==> config.mk <==
export PLATFORM = sky130hd
export DESIGN_NAME = bsc_back
export DESIGN_NICKNAME = d
export VERILOG_FILES = /design/src/hw/rtl/bsc_pkg.sv /design/src/hw/rtl/bsc_back.sv
export SDC_FILE = /design/constraint.sdc
export NUM_CORES = 2
export LEC_CHECK = 0
export BUFFER_PORTS_ARGS = -buffer_cell sky130_fd_sc_hd__clkbuf_2
export CORE_MARGIN = 2
export CORE_UTILIZATION = 40
export DETAILED_ROUTE_END_ITERATION = 8
export GPL_TIMING_DRIVEN = 0
export RECOVER_POWER = 50
export SLEW_MARGIN = 20
export SYNTH_ARGS = -nofsm -noshare
export SYNTH_HDL_FRONTEND = slang
export SYNTH_SLANG_ARGS = --single-unit
==> constraint.sdc <==
create_clock -name i_clk -period 12.1 [get_ports i_clk]
set_clock_uncertainty 0.15 [all_clocks]
set_input_delay 3.63 -clock i_clk [delete_from_list [all_inputs] [get_ports i_clk]]
set_output_delay 3.63 -clock i_clk [all_outputs]
set_load 0.005 [all_outputs]
==> src/hw/rtl/bsc_pkg.sv <==
`timescale 1ns / 1ps

package bsc_pkg;

    localparam int W_RAW  = 24;
    localparam int W_COEF = 16;
    localparam int W_OUT  = 32;
    localparam int W_IDX  = 3;

    localparam int C_TEMP_REF = 2000;
    localparam int C_TEMP_LOW = -1500;

    typedef enum logic [W_IDX-1:0] {
        REG_C1 = 3'd0,
        REG_C2 = 3'd1,
        REG_C3 = 3'd2,
        REG_C4 = 3'd3,
        REG_C5 = 3'd4,
        REG_C6 = 3'd5
    } t_reg_idx;

    typedef struct packed {
        logic [W_COEF-1:0] c1;
        logic [W_COEF-1:0] c2;
        logic [W_COEF-1:0] c3;
        logic [W_COEF-1:0] c4;
        logic [W_COEF-1:0] c5;
        logic [W_COEF-1:0] c6;
    } t_cfg;

    // First-order terms and squares handed from the front half to the back half.
    typedef struct packed {
        logic [W_RAW-1:0]   d1;
        logic signed [18:0] tm;
        logic [17:0]        t2;
        logic               low;
        logic               vlow;
        logic signed [37:0] off1;
        logic signed [36:0] sens1;
        logic [35:0]        tm2;
        logic [35:0]        tp2;
    } t_front;

endpackage

==> src/hw/rtl/bsc_back.sv <==
`timescale 1ns / 1ps

module bsc_back (
    input  logic                      i_clk,
    input  logic                      i_rst_n,
    input  logic                      i_en,
    input  logic                      i_valid,
    input  bsc_pkg::t_front           i_data,
    output logic                      o_valid,
    output logic [bsc_pkg::W_OUT-1:0] o_press,
    output logic [bsc_pkg::W_OUT-1:0] o_temp
);

    logic [3:0] r_vld;

    bsc_pkg::t_front r_s5;
    logic [41:0]     r_s5_off2;
    logic [40:0]     r_s5_sens2;
    logic [41:0]     n_s5_off2;
    logic [40:0]     n_s5_sens2;

    logic [bsc_pkg::W_RAW-1:0] r_s6_d1;
    logic signed [42:0]        r_s6_off;
    logic signed [42:0]        r_s6_sens;
    logic signed [20:0]        r_s6_temp;
    logic signed [42:0]        n_s6_off;
    logic signed [42:0]        n_s6_sens;
    logic signed [20:0]        n_s6_temp;

    logic signed [42:0] r_s7_off;
    logic signed [20:0] r_s7_temp;
    logic [43:0]        r_s7_pl;
    logic signed [47:0] r_s7_ph;
    logic [43:0]        n_s7_pl;
    logic signed [47:0] n_s7_ph;

    logic [bsc_pkg::W_OUT-1:0] r_press;
    logic [bsc_pkg::W_OUT-1:0] r_temp;
    logic signed [67:0]        n_s8_prod;
    logic signed [47:0]        n_s8_diff;

    always_comb begin
        n_s5_off2  = ((42'(i_data.tm2) * 42'd61) >> 4)
                   + (i_data.vlow ? 42'(i_data.tp2) * 42'd15 : 42'd0);
        n_s5_sens2 = (41'(i_data.tm2) << 1)
                   + (i_data.vlow ? 41'(i_data.tp2) << 3 : 41'd0);

        n_s6_off  = 43'(r_s5.off1) - (r_s5.low ? $signed({1'b0, r_s5_off2}) : 43'sd0);
        n_s6_sens = 43'(r_s5.sens1) - (r_s5.low ? $signed({2'b0, r_s5_sens2}) : 43'sd0);
        n_s6_temp = 21'(r_s5.tm) + 21'(bsc_pkg::C_TEMP_REF)
                  - (r_s5.low ? $signed({3'b0, r_s5.t2}) : 21'sd0);

        // The pressure product is split into a low unsigned and a high signed part.
        n_s7_pl = r_s6_d1 * r_s6_sens[19:0];
        n_s7_ph = $signed({1'b0, r_s6_d1}) * $signed(r_s6_sens[42:20]);

        n_s8_prod = (68'(r_s7_ph) <<< 20) + $signed({24'b0, r_s7_pl});
        n_s8_diff = 48'(n_s8_prod >>> 21) - 48'(r_s7_off);
    end

    always_ff @(posedge i_clk) begin
        if (!i_rst_n) begin
            r_vld <= '0;
        end else if (i_en) begin
            r_vld <= {r_vld[2:0], i_valid};
        end
    end

    always_ff @(posedge i_clk) begin
        if (i_en) begin
            r_s5       <= i_data;
            r_s5_off2  <= n_s5_off2;
            r_s5_sens2 <= n_s5_sens2;

            r_s6_d1   <= r_s5.d1;
            r_s6_off  <= n_s6_off;
            r_s6_sens <= n_s6_sens;
            r_s6_temp <= n_s6_temp;

            r_s7_off  <= r_s6_off;
            r_s7_temp <= r_s6_temp;
            r_s7_pl   <= n_s7_pl;
            r_s7_ph   <= n_s7_ph;

            r_press <= 32'(n_s8_diff >>> 15);
            r_temp  <= 32'(r_s7_temp);
        end
    end

    assign o_valid = r_vld[3];
    assign o_press = r_press;
    assign o_temp  = r_temp;

endmodule

==> qor.yml <==
status:
  status: "complete, but fails checks"
  violations: "capacitance limit, slew limit"
hold_path:
  min_path_cells: 0
  hold_class: "flop to flop"
synth:
  synthesis.area_mm2: 0.0706
  synthCells: 7077
  synth-seq-area-share_pct: 23.0
  synth_top_flop_cell: "edfxtp_1"
  yosysMostFrequentCell: "inv_1"
  synth_cell_types: 90
  async_flop_share_pct: 0
  synth_edf_count: 537
  yosys_warnings: 0
  yosys.area.top_type: "fa_1"
  syn-num-nets: 9054
  synth.avg_cell_area_um2: 9.98
  synth_area_leaders: "fa_1, edfxtp_1, ha_1, inv_1, and2_1"
  synth-seq-cells: 541
  synth.top_cells.by_count: "inv_1, fa_1, nand2_1"
  synth_largest_type_area_fraction_pct: 29.2
cts:
  insertion_delay_ps: 690
  cts_buffer_depth: 3
  post_cts_resized: 0
  cts_setup_buffers: 0
  cts.sinks: 541
  cts-root-buf: "clkbuf_16"
  cts_made_buffers: 61
  cts.htree.levels: 2
  cts_tree: "built"
  cts_hold_buf: 0
  clk_pin_slew_ps: 60
floorplanning:
  core_area_mm2: 0.176
  initial_core_util_pct: 40.2
  die_w_um: 424
  rows: 154
  die_h_um: 424
  die-area_mm2: 0.180
  num_io_pins: 279
sta:
  tns_ps: 0
  worst_pin_slew_ps: 4620
  min_period_ps: 10550
  fin_crit_sh_pct: 87.2
  hold_viol: 0
  slew-limit-headroom_pct: -208
  setup_viol_count_final: 0
  rsz0062_at_grt: "no"
  drv_slew: 208
  max_freq_mhz: 94.8
worst_setup_path:
  path_class: "input pin to flop"
  worstSetupEndpointType: "flop"
  required_ps: 12380
  crit_path_max_incr_delay_ps: 520
  path_max_fanout: 6
  cp.arrival_ps: 10820
  cp-start-kind: "input pin"
  worst-r2r-cell-count: 25
  crit_slowest_cell: "fa_1"
place:
  finalWeightedCongestion: 1.00
  io_buffers: 278
  place_inst: 9703
  dpl_cell_area_mm2: 0.0751
  hpwl_um: 185000
global_routing:
  grt_pass1_wl_um: 329000
  grt_max_degree: 96
  antenna_found_initial: 31
  grtUsageTotal_pct: 24.6
  grt_pass1_vias: 52900
  grt_overflow: 0
routing:
  vias: 51300
  finalWirelength_um: 220000
  ant_nets: 0
  via_per_inst: 5.22
  drt_first_iter_violations: 4091
  wl_per_cell_um: 22.4
  drc: 0
  dr.pass1.iters: 7
layout:
  area_growth_pct: 9.42
  instances_no_fill: 9828
  fillers: 17000
  fin_nets: 9403
  fin_area_mm2: 0.0773
  drive_above_1_share_pct: 5.60
run:
  max_cap_viol_count: 3
state kept, by name, summed over array words and instances, names as in the netlist:
| name | count |
|---|---|
| r_s5_off2 | 41 |
| r_s7_ph | 48 |
| o_temp | 21 |
| r_s6_off | 43 |
| r_s7_off | 43 |
| r_s5 | 137 |
| r_s5_sens2 | 39 |
| r_s6_d1 | 24 |
| r_s7_temp | 21 |
| r_s6_sens | 43 |
| r_vld | 4 |
| r_s6_temp | 21 |
| o_press | 32 |
| r_s7_pl | 24 |
metal layers:
metal	share of wire [%]	track usage, %	wire length, um	vias up
li1	-	-	-	23400
met1	41	32.0	89700	25900
met2	47	40.9	105000	1603
met3	6.6	3.51	14600	422
met4	5.2	11.0	11400	12
met5	0.042	0	92	-
cell families (layout without fill, tap and decap cells):
logic type | Yosys count | in the layout | share of synthesized area (%)
flip-flops | 541 | 541 | 23.0
AO/OA/AOI/OAI | 946 | 946 | 8.82
AND/OR/NAND/NOR | 1944 | 1944 | 13.5
adder cells (fa/ha/maj) | 1763 | 1763 | 42.2
XOR/XNOR | 334 | 334 | 4.16
buffers and inverters | 1545 | 1947 | 8.27
other | 0 | 9 | 0
multiplexers | 4 | 4 | 0.0567
per-stage QoR:
step           setup WS [ps]  utilization [%]  hold WS (ps)
2_1_floorplan           2320                -           250
3_3_place_gp           -1950             42.6           251
3_5_place_dp            1040             42.8           255
4_1_cts                 1740             44.0           266
5_1_grt                 1100             44.0           270
6_report                1550             44.0           265
placed cells by master, fill, tap and decap left out, types with 55 or more instances in the layout:
cell type     n
and2_1      555
nor2b_1      57
clkbuf_16    61
clkbuf_2    265
o21a_1       55
o21ai_0     155
nand2_1     773
fa_1       1030
clkbuf_1    251
xnor2_1     239
edfxtp_1    537
ha_1        733
nand3_1      57
nor2_1      236
xor2_1       94
inv_1      1309
a21o_1      175
a21oi_1     282
worst max-delay path: cells and delay by family:
family / cells / cell delay [ps]
buf+inv: 3 / 450
compound gates: 15 / 3720
fa+ha+maj: 5 / 2200
xor+xnor: 2 / 330
simple gates: 3 / 490
path summary, 6_finish.rpt:
kind	start	endpoint	slack (ps)
worst max-delay path	i_data[37]	r_s5_off2[37]$_DFFE_PP_	1550
worst min-delay path	r_s5[187]$_DFFE_PP_	r_s6_d1[1]$_DFFE_PP_	260
worst max register to register	r_s6_d1[14]$_DFFE_PP_	r_s7_ph[44]$_DFFE_PP_	2430
worst min register to register	r_s5[187]$_DFFE_PP_	r_s6_d1[1]$_DFFE_PP_	260
cell type report:
class	instances	area, um2	area share, %
multi-input cells	4991	48500	62.8
clock inverters	43	636	0.823
clock buffers	73	1570	2.03
well taps	2340	2930	3.79
inverters	1309	4910	6.36
diodes	9	22.5	0.0291
flip-flops and latches	541	16200	21.0
repair buffers	286	1510	1.95
plain buffers	236	942	1.22
Power is not shown: default switching activity piles up to over one toggle a cycle in this logic, so the estimate is an artifact.
