`src/hw/rtl/bsc_pkg.sv`:
```
`timescale 1ns / 1ps

package bsc_pkg;

    localparam int W_RAW  = 24;
    localparam int W_COEF = 16;
    localparam int W_OUT  = 32;
    localparam int W_IDX  = 3;

    localparam int C_TEMP_REF = 2000;
    localparam int C_TEMP_LOW = -1500;

    typedef enum logic [W_IDX-1:0] {
        REG_C1 = 3'd0,
        REG_C2 = 3'd1,
        REG_C3 = 3'd2,
        REG_C4 = 3'd3,
        REG_C5 = 3'd4,
        REG_C6 = 3'd5
    } t_reg_idx;

    typedef struct packed {
        logic [W_COEF-1:0] c1;
        logic [W_COEF-1:0] c2;
        logic [W_COEF-1:0] c3;
        logic [W_COEF-1:0] c4;
        logic [W_COEF-1:0] c5;
        logic [W_COEF-1:0] c6;
    } t_cfg;

    // First-order terms and squares handed from the front half to the back half.
    typedef struct packed {
        logic [W_RAW-1:0]   d1;
        logic signed [18:0] tm;
        logic [17:0]        t2;
        logic               low;
        logic               vlow;
        logic signed [37:0] off1;
        logic signed [36:0] sens1;
        logic [35:0]        tm2;
        logic [35:0]        tp2;
    } t_front;

endpackage

```
`src/hw/rtl/bsc_cfg_regs.sv`:
```
`timescale 1ns / 1ps

module bsc_cfg_regs (
    input  logic                       i_clk,
    input  logic                       i_rst_n,
    input  logic                       i_wr,
    input  logic [bsc_pkg::W_IDX-1:0]  i_addr,
    input  logic [bsc_pkg::W_COEF-1:0] i_data,
    output bsc_pkg::t_cfg              o_cfg
);

    bsc_pkg::t_cfg r_cfg;
    bsc_pkg::t_cfg n_cfg;

    always_comb begin
        n_cfg = r_cfg;
        if (i_wr) begin
            unique case (bsc_pkg::t_reg_idx'(i_addr))
                bsc_pkg::REG_C1: n_cfg.c1 = i_data;
                bsc_pkg::REG_C2: n_cfg.c2 = i_data;
                bsc_pkg::REG_C3: n_cfg.c3 = i_data;
                bsc_pkg::REG_C4: n_cfg.c4 = i_data;
                bsc_pkg::REG_C5: n_cfg.c5 = i_data;
                bsc_pkg::REG_C6: n_cfg.c6 = i_data;
                default: n_cfg = r_cfg;
            endcase
        end
    end

    always_ff @(posedge i_clk) begin
        if (!i_rst_n) begin
            r_cfg <= '0;
        end else begin
            r_cfg <= n_cfg;
        end
    end

    assign o_cfg = r_cfg;

endmodule

```
`config.mk`:
```
export PLATFORM = sky130hd
export DESIGN_NAME = bsc_cfg_regs
export DESIGN_NICKNAME = d
export VERILOG_FILES = /design/src/hw/rtl/bsc_pkg.sv /design/src/hw/rtl/bsc_cfg_regs.sv
export SDC_FILE = /design/constraint.sdc
export NUM_CORES = 1
export LEC_CHECK = 0
export BUFFER_PORTS_ARGS = -buffer_cell sky130_fd_sc_hd__clkbuf_2
export CAP_MARGIN = 10
export CORE_MARGIN = 8
export CORE_UTILIZATION = 35
export CTS_CLUSTER_SIZE = 10
export DETAILED_ROUTE_END_ITERATION = 8
export PLACE_DENSITY = 0.68
export SYNTH_ARGS = -nofsm -noshare
export SYNTH_HDL_FRONTEND = slang
export SYNTH_SLANG_ARGS = --single-unit
```
`constraint.sdc`:
```
create_clock -name i_clk -period 1.82 [get_ports i_clk]
set_input_delay 0.182 -clock i_clk [delete_from_list [all_inputs] [get_ports i_clk]]
set_output_delay 0.182 -clock i_clk [all_outputs]
set_load 0.02 [all_outputs]
```
==> load_flow_metrics.sql, run 1 <==
INSERT INTO impl_metrics (metric_group, metric, value, unit) VALUES
('placement', 'post-place-cells', '571', ''),
('timing', 'timing.clock.skew', '0', 'ns'),
('drt', 'drc', '0', ''),
('drt', 'route.final.wire_length', '9279', 'um'),
('timing', 'final-hold-violation-count', '0', ''),
('synth', 'synth_seq_cells', '96', ''),
('worst_setup_path', 'critical_path.cell_chain', 'clkbuf_2', ''),
('synth', 'synth_top_area_share', '54.99', '%'),
('global_route', 'maximum_number_of_pins_on_one_net_before_global_route_repair', '53', ''),
('timing', 'postLayoutSetupSlackWorst', '0.7363', 'ns'),
('clock_tree', 'clk_root_buffer_cell', 'clkbuf_8', ''),
('drt', 'avgViaCountPerCell', '4.537', ''),
('synth', 'dominant_cell_type_by_area_after_synthesis', 'dfxtp_1', ''),
('die', 'design.portCount', '118', ''),
('synth', 'synth.cell_area', '0.003495', 'mm2'),
('synth', 'number_of_nets_produced_by_synthesis', '356', ''),
('placement', 'detailedPlace.worstSlack', '0.4781', 'ns'),
('final_layout', 'post-route-cell-area', '0.004461', 'mm2'),
('placement', 'gpl.final_weighted_congestion', '0.7086', ''),
('final_layout', 'largest_reg_flops', '96', ''),
('final_layout', 'layout.cells.most_common', 'clkbuf_2', ''),
('timing', 'timing.final.max_slew_violations', '0', ''),
('worst_setup_path', 'worst-path-max-fanout', '2', ''),
('drt', 'routed-via-count', '2663', ''),
('worst_setup_path', 'setup.worst_path.class', 'reg2out', ''),
('timing', 'setup_repair_after_global_routing_missed_its_margin', 'no', ''),
('global_route', 'grt_pass1_wl', '14450', 'um'),
('worst_setup_path', 'slowest_delay', '0.35', 'ns'),
('worst_setup_path', 'crit_path_end_kind', 'output pin', ''),
('synth', 'cell_count_after_synthesis', '334', ''),
('synth', 'synth_area_leaders', 'dfxtp_1 (55%), mux2i_1 (27%), nand2_1 (12%)', ''),
('timing', 'tightestPinTransition', '0.3329', 'ns'),
('min_path', 'worst_hold_path_type', 'in2reg', ''),
('die', 'start_util', '35.92', '%'),
('clock_tree', 'post_cts.repair.setup_buffers', '0', ''),
('timing', 'min_period', '1.084', 'ns'),
('clock_tree', 'htree_levels', '3', ''),
('global_route', 'grt_usage', '14.03', '%'),
('placement', 'io_buffer_count', '117', ''),
('power', 'cellPowerDensity', '920.7', 'mW/mm2'),
('final_layout', 'most-common-layout-cells', 'clkbuf_2 (116), nand2_1 (112), mux2i_1 (96), dfxtp_1 (96), clkbuf_8 (12)', ''),
('timing', 'min_period_over_period', '59.54', '%'),
('clock_tree', 'post_cts_hold_buffer_count', '0', ''),
('drt', 'drt.antenna.violating_nets', '0', ''),
('global_route', 'grt_pass1_vias', '2791', ''),
('synth', 'postSynthAreaPerCell', '10.46', 'um2'),
('power', 'total_leakage_power', '2.399', 'nW'),
('synth', 'synth-seq-area-share', '54.99', '%'),
('worst_setup_path', 'cp_num_buf_inv', '1', ''),
('clock_tree', 'postCtsResizedCells', '0', ''),
('worst_setup_path', 'worst_setup_path_start_kind', 'register', ''),
('drt', 'avgRoutedWirePerCell', '15.81', 'um'),
('worst_setup_path', 'slowest_stage', 'dfxtp_1', ''),
('worst_setup_path', 'critical_path_depth', '1', ''),
('drt', 'drtPass1Iterations', '4', ''),
('clock_tree', 'cts_tree', 'built', ''),
('timing', 'slew-limit-headroom', '77.81', '%'),
('final_layout', 'antenna_cells_inserted', '0', ''),
('drt', 'initial_drc_count', '85', ''),
('outcome', 'status', 'complete, no violations', ''),
('final_layout', 'final_layout_size_suffix_gt1_share', '31.50', '%'),
('timing', 'setup_viol', '0', ''),
('worst_setup_path', 'critPathRequiredTime', '1.64', 'ns'),
('die', 'die-height', '115.9', 'um'),
('worst_setup_path', 'critical-path-top-delay-family', 'flip-flops', ''),
('placement', 'dpl-instance-area', '0.004228', 'mm2'),
('clock_tree', 'numClockSinks', '96', ''),
('die', 'core_area', '0.009729', 'mm2'),
('run', 'maxCapViolCount', '0', ''),
('final_layout', 'design.final.nets', '471', ''),
('placement', 'dp.final_hpwl', '6809', 'um');
[final timing paths]
kind / startpoint / endpoint / slack, ns
worst min register to register: o_cfg[72]$_SDFFE_PN0P_ / o_cfg[72]$_SDFFE_PN0P_ / 0.46
worst min-delay path: i_data[15] / o_cfg[95]$_SDFFE_PN0P_ / 0.19
worst max register to register: o_cfg[55]$_SDFFE_PN0P_ / o_cfg[55]$_SDFFE_PN0P_ / 1.19
worst max-delay path: o_cfg[30]$_SDFFE_PN0P_ / o_cfg[30] / 0.74
[cells in the mapped netlist]
library cell,n
buf_6,1
mux2i_1,96
clkbuf_1,11
dfxtp_1,96
buf_1,1
buf_2,9
buf_12,1
or4b_1,1
and4bb_2,1
nand2_1,112
buf_4,1
nand4bb_1,2
nand4b_1,2
[power breakdown]
part	internal, mW	switching, mW
combinational	0.114	0.209
sequential	2.15	0.0249
clock	0.890	0.724
[per-layer routing]
layer | share of wire (%) | up-vias | track usage (%) | wire [um]
met5 | 0 | - | 0 | 0
met4 | 1.6 | 0 | 5.964 | 144
met3 | 7.2 | 10 | 4.273 | 666
met2 | 46 | 78 | 22.89 | 4279
met1 | 45 | 1245 | 16.73 | 4189
li1 | - | 1330 | - | -
[logic make-up (layout without fill, tap and decap cells)]
family                 Yosys count  after routing  synth area share (%)
multiplexers                    96             96                 27.50
buffers and inverters           24            144                 3.688
flip-flops                      96             96                 54.99
AND/OR/NAND/NOR                118            118                 13.82
[through the flow]
| step | hold slack (ns) | util, % |
|---|---|---|
| 2_1_floorplan | 0.4245 | - |
| 3_3_place_gp | 0.4430 | 43.45 |
| 3_5_place_dp | 0.4494 | 43.45 |
| 4_1_cts | 0.1685 | 45.85 |
| 5_1_grt | 0.2002 | 45.85 |
| 6_report | 0.1875 | 45.85 |
[area by class of cell]
class	count	area [um2]
clock buffer	14	172.7
clock inverter	2	60.06
fill	963	5269
multi-input combinational	214	1444
sequential	96	1922
tap	133	166.4
timing repair buffer	128	695.7
(Power assumes the default switching activity.)
==> run 2: changes to the inputs <==
==> constraint.sdc (replaced) <==
create_clock -name i_clk -period 1.1 [get_ports i_clk]
set_input_delay 0.11 -clock i_clk [delete_from_list [all_inputs] [get_ports i_clk]]
set_output_delay 0.11 -clock i_clk [all_outputs]
set_load 0.02 [all_outputs]
==> run 2 against run 1 <==
- combinational power increased by 71%
- register-to-register slack got worse by 0.70 ns
- critical path type unchanged
- non-clock buffer count unchanged
- critical path depth did not move
- clock power grew 42%
- clock skew unchanged
- sequential power grew 65%
==> load_flow_metrics.sql, run 2 (synthesis results as in run 1) <==
INSERT INTO impl_metrics (metric_group, metric, value, unit) VALUES
('global_route', 'busiest_layer', 'met2', ''),
('timing', 'achievable-frequency', '0.9896', 'GHz'),
('global_route', 'antenna_violations_before_repair', '0', ''),
('clock_tree', 'clock_latency_reported_for_the_late_side_of_the_worst_skew_pair', '0.35', 'ns'),
('worst_setup_path', 'timing.critical_path.arrival', '0.90', 'ns'),
('final_layout', 'finalCoreUtilization', '46.22', '%'),
('drt', 'initial_drc_count', '122', ''),
('die', 'rows', '36', ''),
('worst_setup_path', 'worst-path-max-fanout', '2', ''),
('drt', 'routed-via-count', '2678', ''),
('worst_setup_path', 'cp_num_buf_inv', '1', ''),
('global_route', 'maximum_number_of_pins_on_one_net_before_global_route_repair', '58', ''),
('power', 'total_leakage_power', '2.421', 'nW'),
('timing', 'timing.clock.skew', '0', 'ns'),
('drt', 'drc', '0', ''),
('die', 'start_util', '35.92', '%'),
('clock_tree', 'clk_root_buffer_cell', 'clkbuf_8', ''),
('die', 'die-height', '115.9', 'um'),
('worst_setup_path', 'slowest_delay', '0.36', 'ns'),
('run', 'maxCapViolCount', '0', ''),
('timing', 'tightestPinTransition', '0.3047', 'ns'),
('final_layout', 'syn2layout_area_growth', '28.68', '%'),
('drt', 'drtPass1Iterations', '5', ''),
('final_layout', 'layout.cells.non_filler', '587', ''),
('placement', 'gpl.final_weighted_congestion', '0.7244', ''),
('drt', 'avgRoutedWirePerCell', '15.45', 'um'),
('global_route', 'grt_pass1_vias', '2758', ''),
('timing', 'min_period_over_period', '91.86', '%'),
('die', 'chipWidth', '115.9', 'um'),
('clock_tree', 'post_cts.repair.setup_buffers', '0', ''),
('final_layout', 'antenna_cells_inserted', '0', ''),
('placement', 'post-place-cells', '571', ''),
('timing', 'setup_repair_after_global_routing_missed_its_margin', 'no', ''),
('global_route', 'grt_usage', '13.78', '%'),
('power', 'ir_drop', '550.9', 'uV'),
('timing', 'slew-limit-headroom', '79.69', '%'),
('worst_setup_path', 'setup.worst_path.class', 'reg2out', ''),
('clock_tree', 'post_cts_hold_buffer_count', '0', ''),
('timing', 'fin_worst_hold_slack', '0.1275', 'ns'),
('worst_setup_path', 'critical-path-top-delay-family', 'flip-flops', ''),
('power', 'report.power.total', '6.421', 'mW'),
('final_layout', 'largest_reg_flops', '96', ''),
('placement', 'io_buffer_count', '117', ''),
('final_layout', 'most-common-layout-cells', 'clkbuf_2 (116), nand2_1 (112), mux2i_1 (96), dfxtp_1 (96), clkbuf_8 (14)', ''),
('timing', 'final-hold-violation-count', '0', ''),
('clock_tree', 'postCtsResizedCells', '0', ''),
('clock_tree', 'worst_setup_hold_path_clk_slew', '0.09', 'ns'),
('global_route', 'global_route.usage.met3', '4.690', '%'),
('timing', 'final.setup.tns', '0', 'ns'),
('clock_tree', 'numClockSinks', '96', ''),
('final_layout', 'design.final.nets', '471', ''),
('clock_tree', 'cts-buffers-inserted', '9', ''),
('power', 'cellPowerDensity', '1428', 'mW/mm2'),
('worst_setup_path', 'slowest_stage', 'dfxtp_1', ''),
('die', 'core_area', '0.009729', 'mm2'),
('global_route', 'grt_util_met1', '16.37', '%'),
('placement', 'detailedPlace.worstSlack', '-0.1743', 'ns'),
('clock_tree', 'htree_levels', '3', ''),
('global_route', 'gr-total-overflow', '0', ''),
('worst_setup_path', 'worst_setup_path_start_kind', 'register', ''),
('worst_setup_path', 'crit_path_end_kind', 'output pin', ''),
('placement', 'dpl-instance-area', '0.004294', 'mm2'),
('timing', 'min_period', '1.011', 'ns'),
('timing', 'postLayoutSetupSlackWorst', '0.08949', 'ns'),
('global_route', 'grt_use_met2', '22.58', '%'),
('worst_setup_path', 'critPathRequiredTime', '0.99', 'ns'),
('final_layout', 'layout.filler_cells', '966', ''),
('drt', 'route.final.wire_length', '9070', 'um'),
('outcome', 'status', 'complete, no violations', ''),
('final_layout', 'post-route-cell-area', '0.004497', 'mm2'),
('placement', 'dp.final_hpwl', '6654', 'um'),
('final_layout', 'layout.area.seq', '0.001922', 'mm2'),
('die', 'die-area', '0.01344', 'mm2'),
('min_path', 'worst_hold_path_type', 'in2reg', ''),
('clock_tree', 'cts_tree', 'built', ''),
('drt', 'avgViaCountPerCell', '4.562', ''),
('die', 'design.portCount', '118', ''),
('timing', 'setup_viol', '0', ''),
('drt', 'drt.antenna.violating_nets', '0', ''),
('timing', 'timing.final.max_slew_violations', '0', ''),
('final_layout', 'multiInputGateArea', '0.001448', 'mm2'),
('clock_tree', 'cts.path.max_buffers', '2', ''),
('final_layout', 'layout.cells.most_common', 'clkbuf_2', ''),
('final_layout', 'final_layout_size_suffix_gt1_share', '32.16', '%'),
('worst_setup_path', 'critical_path.cell_chain', 'clkbuf_2', ''),
('global_route', 'grt_pass1_wl', '14350', 'um');
-- run 2: cell count changes in the layout (fill, tap and decap cells not counted), sizes merged --
cell | before | now
bufinv | 2 | 0
clkinv | 0 | 2
-- run 2: power breakdown --
group / switching (mW) / internal (mW) / total [mW] / leakage [nW]
combinational: 0.349 / 0.203 / 0.552 / 1.54
clock: 1.15 / 1.13 / 2.28 / 0.108
sequential: 0.0408 / 3.55 / 3.59 / 0.777
-- run 2: metal layers --
layer	wire length, um	vias to the layer above	share of wire [%]
met3	700	7	7.7
met5	0	-	0
li1	-	1336	-
met4	79	0	0.87
met2	4352	75	48
met1	3938	1260	43
-- run 2: path summary, 6_finish.rpt --
| path | depth (start not counted) | start | to | slack [ns] |
|---|---|---|---|---|
| max | 1 | o_cfg[30]$_SDFFE_PN0P_ | o_cfg[30] | 0.09 |
| min | 3 | i_data[12] | o_cfg[60]$_SDFFE_PN0P_ | 0.13 |
| max reg2reg | 2 | o_cfg[91]$_SDFFE_PN0P_ | o_cfg[91]$_SDFFE_PN0P_ | 0.49 |
| min reg2reg | 2 | o_cfg[50]$_SDFFE_PN0P_ | o_cfg[50]$_SDFFE_PN0P_ | 0.46 |
-- run 2: cell type report --
type                    count  share of cell area [%]
flip-flops and latches     96                   42.74
multi-input cells         214                   32.19
repair buffers            128                   16.86
clock buffers              14                   4.285
well taps                 133                   3.701
clock inverters             2                  0.2226
